### src/rtl/lpd_pkg.sv
// ----------------------------------------------------------------------------
// lpd_pkg - shared definitions for the length-prefixed deframer
// Phase and result codes, header layout and field widths.
// ----------------------------------------------------------------------------
package lpd_pkg;

  localparam int unsigned DATA_W  = 8;
  localparam int unsigned TYPE_W  = 16;
  localparam int unsigned LEN_W   = 16;
  localparam int unsigned SEQ_W   = 32;
  localparam int unsigned STAMP_W = 32;
  localparam int unsigned KIND_W  = 2;
  localparam int unsigned PHASE_W = 2;
  localparam int unsigned CNT_W   = 4;

  // Header byte positions: type 0..1, length 2..3, sequence 4..7, stamp 8..11
  localparam logic [CNT_W-1:0] HDR_LEN_POS   = 4'd2;
  localparam logic [CNT_W-1:0] HDR_SEQ_POS   = 4'd4;
  localparam logic [CNT_W-1:0] HDR_STAMP_POS = 4'd8;
  localparam logic [CNT_W-1:0] HDR_LAST_POS  = 4'd11;

  localparam logic [LEN_W-1:0] MAX_PAYLOAD_RST = 16'd4096;

  localparam logic [PHASE_W-1:0] PH_HEADER  = 2'd0;
  localparam logic [PHASE_W-1:0] PH_PAYLOAD = 2'd1;
  localparam logic [PHASE_W-1:0] PH_HALT    = 2'd2;

  localparam logic [KIND_W-1:0] KIND_HEADER  = 2'd0;
  localparam logic [KIND_W-1:0] KIND_PAYLOAD = 2'd1;
  localparam logic [KIND_W-1:0] KIND_ERROR   = 2'd2;

endpackage

### src/rtl/length_prefixed_deframer.sv
// Timing: a result is registered and appears on out_* in the cycle after the byte that causes it is accepted.
// Throughput: one byte per cycle; the input is stalled only while a result waits
//   in the output register and the sink stalls it.
// Reset (rst_n low, synchronous): header collection, counters and fields cleared,
//   max_payload back to 4096, output register empty.
// ----------------------------------------------------------------------------
// length_prefixed_deframer - streaming deframer for length-prefixed messages
// Gathers a 12-byte big-endian header (type, length, sequence, timestamp),
// emits a header result, then passes payload bytes through one per beat.
// An oversize length emits one error result and halts until reset.
// ----------------------------------------------------------------------------
module length_prefixed_deframer
  import lpd_pkg::*;
(
  input  logic                clk,
  input  logic                rst_n,
  // configuration write channel
  input  logic                cfg_valid,
  output logic                cfg_ready,
  input  logic [LEN_W-1:0]    cfg_max_payload,
  // byte input channel
  input  logic                in_valid,
  output logic                in_stall,
  input  logic [DATA_W-1:0]   in_data_byte,
  // result channel
  output logic                out_valid,
  input  logic                out_stall,
  output logic [KIND_W-1:0]   out_result_kind,
  output logic [TYPE_W-1:0]   out_message_type,
  output logic [LEN_W-1:0]    out_payload_length,
  output logic [SEQ_W-1:0]    out_sequence_number,
  output logic [STAMP_W-1:0]  out_time_stamp,
  output logic [DATA_W-1:0]   out_payload_byte,
  output logic                out_last_of_message
);

  // --------------------------------------------------------------------------
  // State
  // --------------------------------------------------------------------------
  logic [LEN_W-1:0]   max_payload_r;
  logic [PHASE_W-1:0] phase_r,  phase_nxt;
  logic [CNT_W-1:0]   cnt_r,    cnt_nxt;
  logic [TYPE_W-1:0]  type_r,   type_nxt;
  logic [LEN_W-1:0]   len_r,    len_nxt;
  logic [SEQ_W-1:0]   seq_r,    seq_nxt;
  logic [STAMP_W-DATA_W-1:0] stamp_r, stamp_nxt;  // first three stamp bytes
  logic [LEN_W-1:0]   rem_r,    rem_nxt;          // payload bytes still to pass

  // result register
  logic               ov_r,     ov_nxt;
  logic [KIND_W-1:0]  okind_r;
  logic [TYPE_W-1:0]  otype_r;
  logic [LEN_W-1:0]   olen_r;
  logic [SEQ_W-1:0]   oseq_r;
  logic [STAMP_W-1:0] ostamp_r;
  logic [DATA_W-1:0]  obyte_r;
  logic               olast_r;

  // result computed from the current beat
  logic               res_fire;
  logic [KIND_W-1:0]  res_kind;
  logic [LEN_W-1:0]   res_len;
  logic [STAMP_W-1:0] res_stamp;
  logic               res_last;

  logic               in_accept;
  logic               slot_free;

  // The output register takes a new result when it is empty or being drained.
  assign slot_free = !ov_r || !out_stall;
  assign in_stall  = !slot_free;
  assign in_accept = in_valid && slot_free;
  assign cfg_ready = 1'b1;

  // Full timestamp on the twelfth header byte.
  assign res_stamp = {stamp_r, in_data_byte};

  // --------------------------------------------------------------------------
  // Next-state and result logic, one beat per cycle unless the input is stalled
  // --------------------------------------------------------------------------
  always_comb begin
    phase_nxt = phase_r;
    cnt_nxt   = cnt_r;
    type_nxt  = type_r;
    len_nxt   = len_r;
    seq_nxt   = seq_r;
    stamp_nxt = stamp_r;
    rem_nxt   = rem_r;
    res_fire  = 1'b0;
    res_kind  = KIND_HEADER;
    res_len   = len_r;
    res_last  = 1'b0;

    if (in_accept) begin
      case (phase_r)
        PH_HEADER: begin
          if (cnt_r < HDR_LEN_POS) begin
            type_nxt = {type_r[TYPE_W-DATA_W-1:0], in_data_byte};
            cnt_nxt  = cnt_r + 1'b1;
          end else if (cnt_r < HDR_SEQ_POS) begin
            len_nxt = {len_r[LEN_W-DATA_W-1:0], in_data_byte};
            cnt_nxt = cnt_r + 1'b1;
          end else if (cnt_r < HDR_STAMP_POS) begin
            seq_nxt = {seq_r[SEQ_W-DATA_W-1:0], in_data_byte};
            cnt_nxt = cnt_r + 1'b1;
          end else if (cnt_r < HDR_LAST_POS) begin
            stamp_nxt = {stamp_r[STAMP_W-2*DATA_W-1:0], in_data_byte};
            cnt_nxt   = cnt_r + 1'b1;
          end else begin
            // header complete: length check decides the result
            cnt_nxt  = '0;
            res_fire = 1'b1;
            if (len_r > max_payload_r) begin
              phase_nxt = PH_HALT;
              res_kind  = KIND_ERROR;
              res_last  = 1'b1;
            end else if (len_r == '0) begin
              res_kind = KIND_HEADER;
              res_last = 1'b1;
            end else begin
              phase_nxt = PH_PAYLOAD;
              rem_nxt   = len_r;
              res_kind  = KIND_HEADER;
            end
          end
        end
        PH_PAYLOAD: begin
          res_fire = 1'b1;
          res_kind = KIND_PAYLOAD;
          rem_nxt  = rem_r - 1'b1;
          if (rem_r == LEN_W'(1)) begin
            res_last  = 1'b1;
            phase_nxt = PH_HEADER;
            cnt_nxt   = '0;
          end
        end
        default: begin
          // halted or unused code: byte is dropped
        end
      endcase
    end

    if (res_fire) begin
      ov_nxt = 1'b1;
    end else if (!out_stall) begin
      ov_nxt = 1'b0;
    end else begin
      ov_nxt = ov_r;
    end
  end

  // --------------------------------------------------------------------------
  // Control and header registers
  // --------------------------------------------------------------------------
  always_ff @(posedge clk) begin
    if (!rst_n) begin
      max_payload_r <= MAX_PAYLOAD_RST;
      phase_r       <= PH_HEADER;
      cnt_r         <= '0;
      type_r        <= '0;
      len_r         <= '0;
      seq_r         <= '0;
      stamp_r       <= '0;
      rem_r         <= '0;
      ov_r          <= 1'b0;
    end else begin
      if (cfg_valid && cfg_ready) begin
        max_payload_r <= cfg_max_payload;
      end
      phase_r <= phase_nxt;
      cnt_r   <= cnt_nxt;
      type_r  <= type_nxt;
      len_r   <= len_nxt;
      seq_r   <= seq_nxt;
      stamp_r <= stamp_nxt;
      rem_r   <= rem_nxt;
      ov_r    <= ov_nxt;
    end
  end

  // Result payload: loaded only when a new result is produced.
  always_ff @(posedge clk) begin
    if (res_fire) begin
      okind_r <= res_kind;
      olast_r <= res_last;
      if (res_kind == KIND_PAYLOAD) begin
        otype_r  <= '0;
        olen_r   <= '0;
        oseq_r   <= '0;
        ostamp_r <= '0;
        obyte_r  <= in_data_byte;
      end else begin
        otype_r  <= type_r;
        olen_r   <= res_len;
        oseq_r   <= seq_r;
        ostamp_r <= res_stamp;
        obyte_r  <= '0;
      end
    end
  end

  assign out_valid           = ov_r;
  assign out_result_kind     = okind_r;
  assign out_message_type    = otype_r;
  assign out_payload_length  = olen_r;
  assign out_sequence_number = oseq_r;
  assign out_time_stamp      = ostamp_r;
  assign out_payload_byte    = obyte_r;
  assign out_last_of_message = olast_r;

`ifndef SYNTHESIS
  // A payload phase always has at least one byte left to pass.
  a_rem_nonzero: assert property (@(posedge clk) disable iff (!rst_n)
    phase_r == PH_PAYLOAD |-> rem_r != '0)
    else $error("payload phase with zero bytes remaining");

  // Header counter never runs past the last header byte.
  a_cnt_range: assert property (@(posedge clk) disable iff (!rst_n)
    cnt_r <= HDR_LAST_POS)
    else $error("header counter out of range");

  // Once halted, accepted beats produce no result.
  a_halt_silent: assert property (@(posedge clk) disable iff (!rst_n)
    (phase_r == PH_HALT && in_accept) |-> !res_fire)
    else $error("result produced while halted");

  // An error result leaves the block halted.
  a_err_halts: assert property (@(posedge clk) disable iff (!rst_n)
    (res_fire && res_kind == KIND_ERROR) |=> phase_r == PH_HALT)
    else $error("error result without halt");

  // A stalled result stays in the output register.
  a_hold: assert property (@(posedge clk) disable iff (!rst_n)
    (ov_r && out_stall) |=> ov_r)
    else $error("stalled result dropped");
`endif

endmodule
### config.mk
export PLATFORM = sky130hd
export DESIGN_NAME = length_prefixed_deframer
export DESIGN_NICKNAME = d
export VERILOG_FILES = /design/src/rtl/lpd_pkg.sv /design/src/rtl/length_prefixed_deframer.sv
export SDC_FILE = /design/constraint.sdc
export NUM_CORES = 1
export LEC_CHECK = 0
export ABC_CLOCK_PERIOD_IN_PS = 12400
export BUFFER_PORTS_ARGS = -buffer_cell sky130_fd_sc_hd__buf_2
export CORE_MARGIN = 8
export CORE_UTILIZATION = 57
export DETAILED_ROUTE_END_ITERATION = 16
export GPL_ROUTABILITY_DRIVEN = 0
export GPL_TIMING_DRIVEN = 0
export PLACE_DENSITY = 0.8
export SYNTH_ARGS = -nofsm -noshare
export SYNTH_HDL_FRONTEND = slang
export SYNTH_SLANG_ARGS = --single-unit
### constraint.sdc
create_clock -name clk -period 12.4 [get_ports clk]
set_clock_uncertainty 0.15 [all_clocks]
set_input_delay 0 -clock clk [delete_from_list [all_inputs] [get_ports clk]]
set_output_delay 0 -clock clk [all_outputs]
set_load 0.05 [all_outputs]
After elaboration in Yosys (flattened, before gate mapping). Cells that the tools add are included.

Equal/unequal tests: 12. Reductions and logical operators: 15. Bitwise operators: 3. $lt $le $gt $ge: 5. Add/sub/neg operators: 2. Multiplexer cells: 44.

Operators by type and width (count): 2-to-1 mux 16 bit (6); one-hot mux 16 bit (2 select lines) (1); 2-to-1 mux 2 bit (13); 2-to-1 mux 4 bit (5); == test 16 x 1 -> 1 bit, second input constant (1); greater-than comparator 16 bit (1); logical NOT 16 bit (1); AND reduction 8 bit (2); subtractor 16 x 1 -> 16 bit, second input constant (1); 2-to-1 mux 1 bit (14); inequality test 2 bit, second input constant (7); less-than comparator 4 bit, second input constant (2); one-hot mux 2 bit (2 select lines) (2); one-hot mux 4 bit (2 select lines) (1); AND reduction 3 bit (2); AND reduction 6 bit (1); AND reduction 5 bit (1); adder 4 x 1 -> 4 bit, second input constant (1); == test 2 x 1 -> 1 bit, second input constant (2); less-than comparator 4 x 2 -> 1 bit, second input constant (1); less-than comparator 4 x 3 -> 1 bit, second input constant (1); one-hot mux 1 bit (2 select lines) (2); AND reduction 4 bit (1); logical NOT 1 bit (3); 7 further kinds (9).

Input bits: 29. Register bits after elaboration: 234.

Logic depth before layout (Yosys ltp).
Depth after elaboration: 9. Depth in mapped cells: 9. Gate-level depth less buffers: 8.

Least setup slack after synthesis. Ideal clock, no wire load.

Kind: register -> register. Start: register ov_r (netlist: out_valid). End: register olast_r (netlist: out_last_of_message), enable pin. Slack: 2.810 ns. Cell stages (with the launch flop): 4. Arrival: 8.706 ns. Data required time: 11.516 ns. Period minus slack after synthesis: 9.590 ns. Buffers on the path: 0. Setup time: 0.734 ns. Cell sequence: dfxtp_1 > nand2_1 > nand2_1 > a211oi_1.

Longest elaborated chain between the ends: 4.

Ends and longest elaborated chain: from (decl) (line length_prefixed_deframer.sv:50) `logic ov_r, ov_nxt;`; from (signal assigned) (line length_prefixed_deframer.sv:177) `ov_r <= ov_nxt;`; logical NOT 1 bit (line length_prefixed_deframer.sv:70) `assign slot_free = !ov_r || !out_stall;`; logical OR 1 bit (line length_prefixed_deframer.sv:70); logical AND 1 bit (line length_prefixed_deframer.sv:72) `assign in_accept = in_valid && slot_free;`; 2-to-1 mux 1 bit (line length_prefixed_deframer.sv:94) `if (in_accept) begin`; to (signal assigned) (line length_prefixed_deframer.sv:185) `olast_r <= res_last;`; to (decl) (line length_prefixed_deframer.sv:57) `logic olast_r;`.

No other way between the ends. A chain may end at the register's enable or synchronous reset.

Worst setup path in the final report.
Start: register len_r[7]. End: register rem_r[15].

Longest elaborated chain between the ends: 3. Elaborated cells on any way between the ends: 5. Those cells by class: order compare: 1; eq/ne: 2; reduce/logical: 2.

Ends and longest elaborated chain: from (decl) (line length_prefixed_deframer.sv:44) `logic [LEN_W-1:0] len_r, len_nxt;`; from (signal assigned) (line length_prefixed_deframer.sv:173) `len_r <= len_nxt;`; greater-than comparator 16 bit or logical NOT 16 bit (tied branches) (line length_prefixed_deframer.sv:113, length_prefixed_deframer.sv:117); inequality test 2 bit (no source line); AND reduction 8 bit (no source line) *; to (signal assigned) (line length_prefixed_deframer.sv:176) `rem_r <= rem_nxt;`; to (decl) (line length_prefixed_deframer.sv:47) `logic [LEN_W-1:0] rem_r, rem_nxt;`.

Every way passes the cells marked *; elsewhere a longest branch is shown, timed or not.

==> results.yml <==
run_status:
  status: "completed"
layout:
  drive_gt1_share_pct: 17.1
  finish.net_count: 1174
  antenna_cells: 0
  final_common_cell: "nand2_1"
  area_growth_pct: 24.1
  final_cell_mix: "203 x nand2_1, 136 x buf_2, 127 x dfxtp_1, 107 x edfxtp_1, 101 x a21oi_1"
  layoutNonFillerInstCount: 1363
grt:
  met2_usage_pct: 38.2
  groute.usage.overall_pct: 22.6
  top_usage_layer: "met2"
  use_met3_pct: 3.04
  grt_max_degree: 21
  overflow: 0
  grt_pass1_wl_um: 37200
  met1_usage_pct: 28.9
  antenna_found_initial: 0
  grt_pass1_vias: 7260
detailed_routing:
  drc: 0
  ant_nets: 0
  vias_per_cell: 5.48
  firstDrtPassIters: 5
  wirelength_um: 23500
  route.vias.total: 7471
  wl_per_cell_um: 17.3
  drt_iter0_drc: 749
floorplanning:
  die_w_um: 145
  die_area_um2: 20900
  core_area_um2: 16400
  chipHeight_um: 145
  start_util_pct: 57.5
  row_count: 47
  io_pins: 139
sta:
  fin_tns_setup_ns: 0
  whs_ns: 0.0576
  fin_crit_ns: 2.99
  hold_violations: 0
  worst_pin_slew_ns: 0.988
  fin_crit_sh_pct: 24.1
  fmax_mhz: 335
  slew_viol_final: 0
  rsz0062_at_grt: "false"
  setup_violations: 0
  relSlewSlack_pct: 33.5
synth:
  synth_edf_count: 107
  syn-num-nets: 972
  ys_top_cells_by_area: "edfxtp_1 34%, dfxtp_1 27%, nand2_1 8.1%, and2_1 6.4%, a21oi_1 5.4%"
  avgSynthCellArea_um2: 10.2
  synth_seq_cells: 234
  synthesis.area_um2: 9430
  synthArstFlopShare_pct: 0
  yosysWarnings: 0
  syn_inst: 924
  yosysTopAreaCell: "edfxtp_1"
  ys_types: 52
  yosysSeqAreaShare_pct: 61.0
  synth_top_area_share_pct: 34.1
  synth_ff_type: "dfxtp_1"
clock_network:
  post_cts_buffers: 0
  numCtsBuffers: 23
  htree_levels: 1
  clk_pin_slew_ns: 0.07
  hold_buffers: 35
  cts.sink_count: 234
  cts_tree: "built"
  cts_resized: 0
  worstSkewPairLatency_ns: 0.50
  root_buffer: "clkbuf_16"
  clockBufferDepth: 3
setup_path:
  cp_max_fo: 10
  crit_required_ns: 12.65
  path_cells: "ha_1, a21oi_1, o21ai_0, a21o_1, o31ai_1, nand2_1, clkbuf_1, a31o_1"
  slowest_delay_ns: 0.58
  reg2reg_depth: 8
  cp_top_family: "compound AO/OA/AOI/OAI gates"
  cp_slowest_cell: "dfxtp_1"
  crit_buf_inv: 1
  worstPathArrival_ns: 3.24
  crit_cells: 8
  crit_path_end_kind: "flop"
  startpoint_type: "flop"
  crit_type: "reg -> reg"
run:
  maxCapViolations: 0
pwr:
  vdd_drop_max_v: 0.0000947
  power.density_nw_per_um2: 140
  p_leak_uw: 0.00445
min_path:
  hold_path_class: "in -> reg"
  hold_path_depth: 5
placed_design:
  place_inst: 1286
  portBuffers: 136
  hpwl_um: 15500
worst reg2reg max path: cells and delay by family, from the launching register on:
family          cells  cell delay (ns)
buf+inv             1             0.29
compound gates      5             1.29
fa+ha+maj           1             0.35
simple gates        1             0.23
flops               1             0.58
where the power goes:
group	internal, uW	switching [uW]
clock	465	296
sequential	808	6.50
combinational	27.3	39.1
state kept, by name, indices dropped and copies added (netlist names), 24 cells and up:
signal / count
out_sequence_number: 32
stamp_r: 24
seq_r: 32
out_time_stamp: 32
cells in the mapped netlist, types with 2 or more instances:
library cell / instances
nand4_1: 9
and3_1: 11
and2_1: 96
nor2_1: 32
nor4_2: 2
o31a_1: 2
o21ai_1: 8
edfxtp_1: 107
o31ai_1: 2
xor2_1: 3
o211ai_1: 20
ha_1: 19
clkbuf_1: 53
a21oi_1: 101
nand3b_1: 3
nor2b_1: 2
nor4_1: 8
o21a_1: 2
inv_1: 23
or2_2: 4
a21o_1: 3
or3_1: 4
mux2i_1: 16
nor4b_1: 2
a31oi_1: 3
nor3_1: 8
a211oi_1: 2
dfxtp_1: 127
xnor2_1: 7
nand2b_1: 4
nand2_1: 203
nand3_1: 8
o21ai_0: 11
kinds of logic after synthesis:
kind of cell	count (synthesis)	synth area share, %
and+or+nand+nor	401	20.5
DFF	234	61.0
AOI/OAI and AO/OA	165	10.1
buffers and inverters	78	3.14
adders and majority gates	19	2.52
muxes	16	1.70
xor gates and xnor gates	10	0.929
other	1	0.0398
worst paths after layout:
| path | start | endpoint | slack [ns] |
|---|---|---|---|
| setup / recovery | len_r[7] | rem_r[15] | 9.41 |
| hold reg to reg | seq_r[29] | seq_r[29] | 0.30 |
| setup reg to reg | len_r[7] | rem_r[15] | 9.41 |
| hold / removal | in_valid | cnt_r[1] | 0.06 |
metrics by stage:
step           power (uW)  setup WS [ns]  cell area [um^2]  utilization [%]
3_5_place_dp          886           9.57             10500             64.1
4_1_cts              1650           9.55             11700             71.3
2_1_floorplan         865           2.81              9430                -
5_1_grt              1680           9.31             11700             71.3
3_3_place_gp          884         -0.194             10400             63.3
6_report             1640           9.41             11700             71.3
metal layers:
metal  share of wire [%]  wire (um)
met5                   0          0
met4                 3.2        745
met3                 8.5       2000
met2                  48      11300
met1                  40       9500
final cells by class:
cell class | count | area, um^2
plain buffers | 55 | 210
well taps | 220 | 275
repair buffers | 177 | 1150
inverters | 23 | 86.3
multi-input cells | 612 | 3390
flip-flops and latches | 234 | 5760
fillers | 1173 | 4700
clock inverters | 15 | 216
clock buffers | 27 | 621
Note: power is estimated with default switching activity, not from simulation.
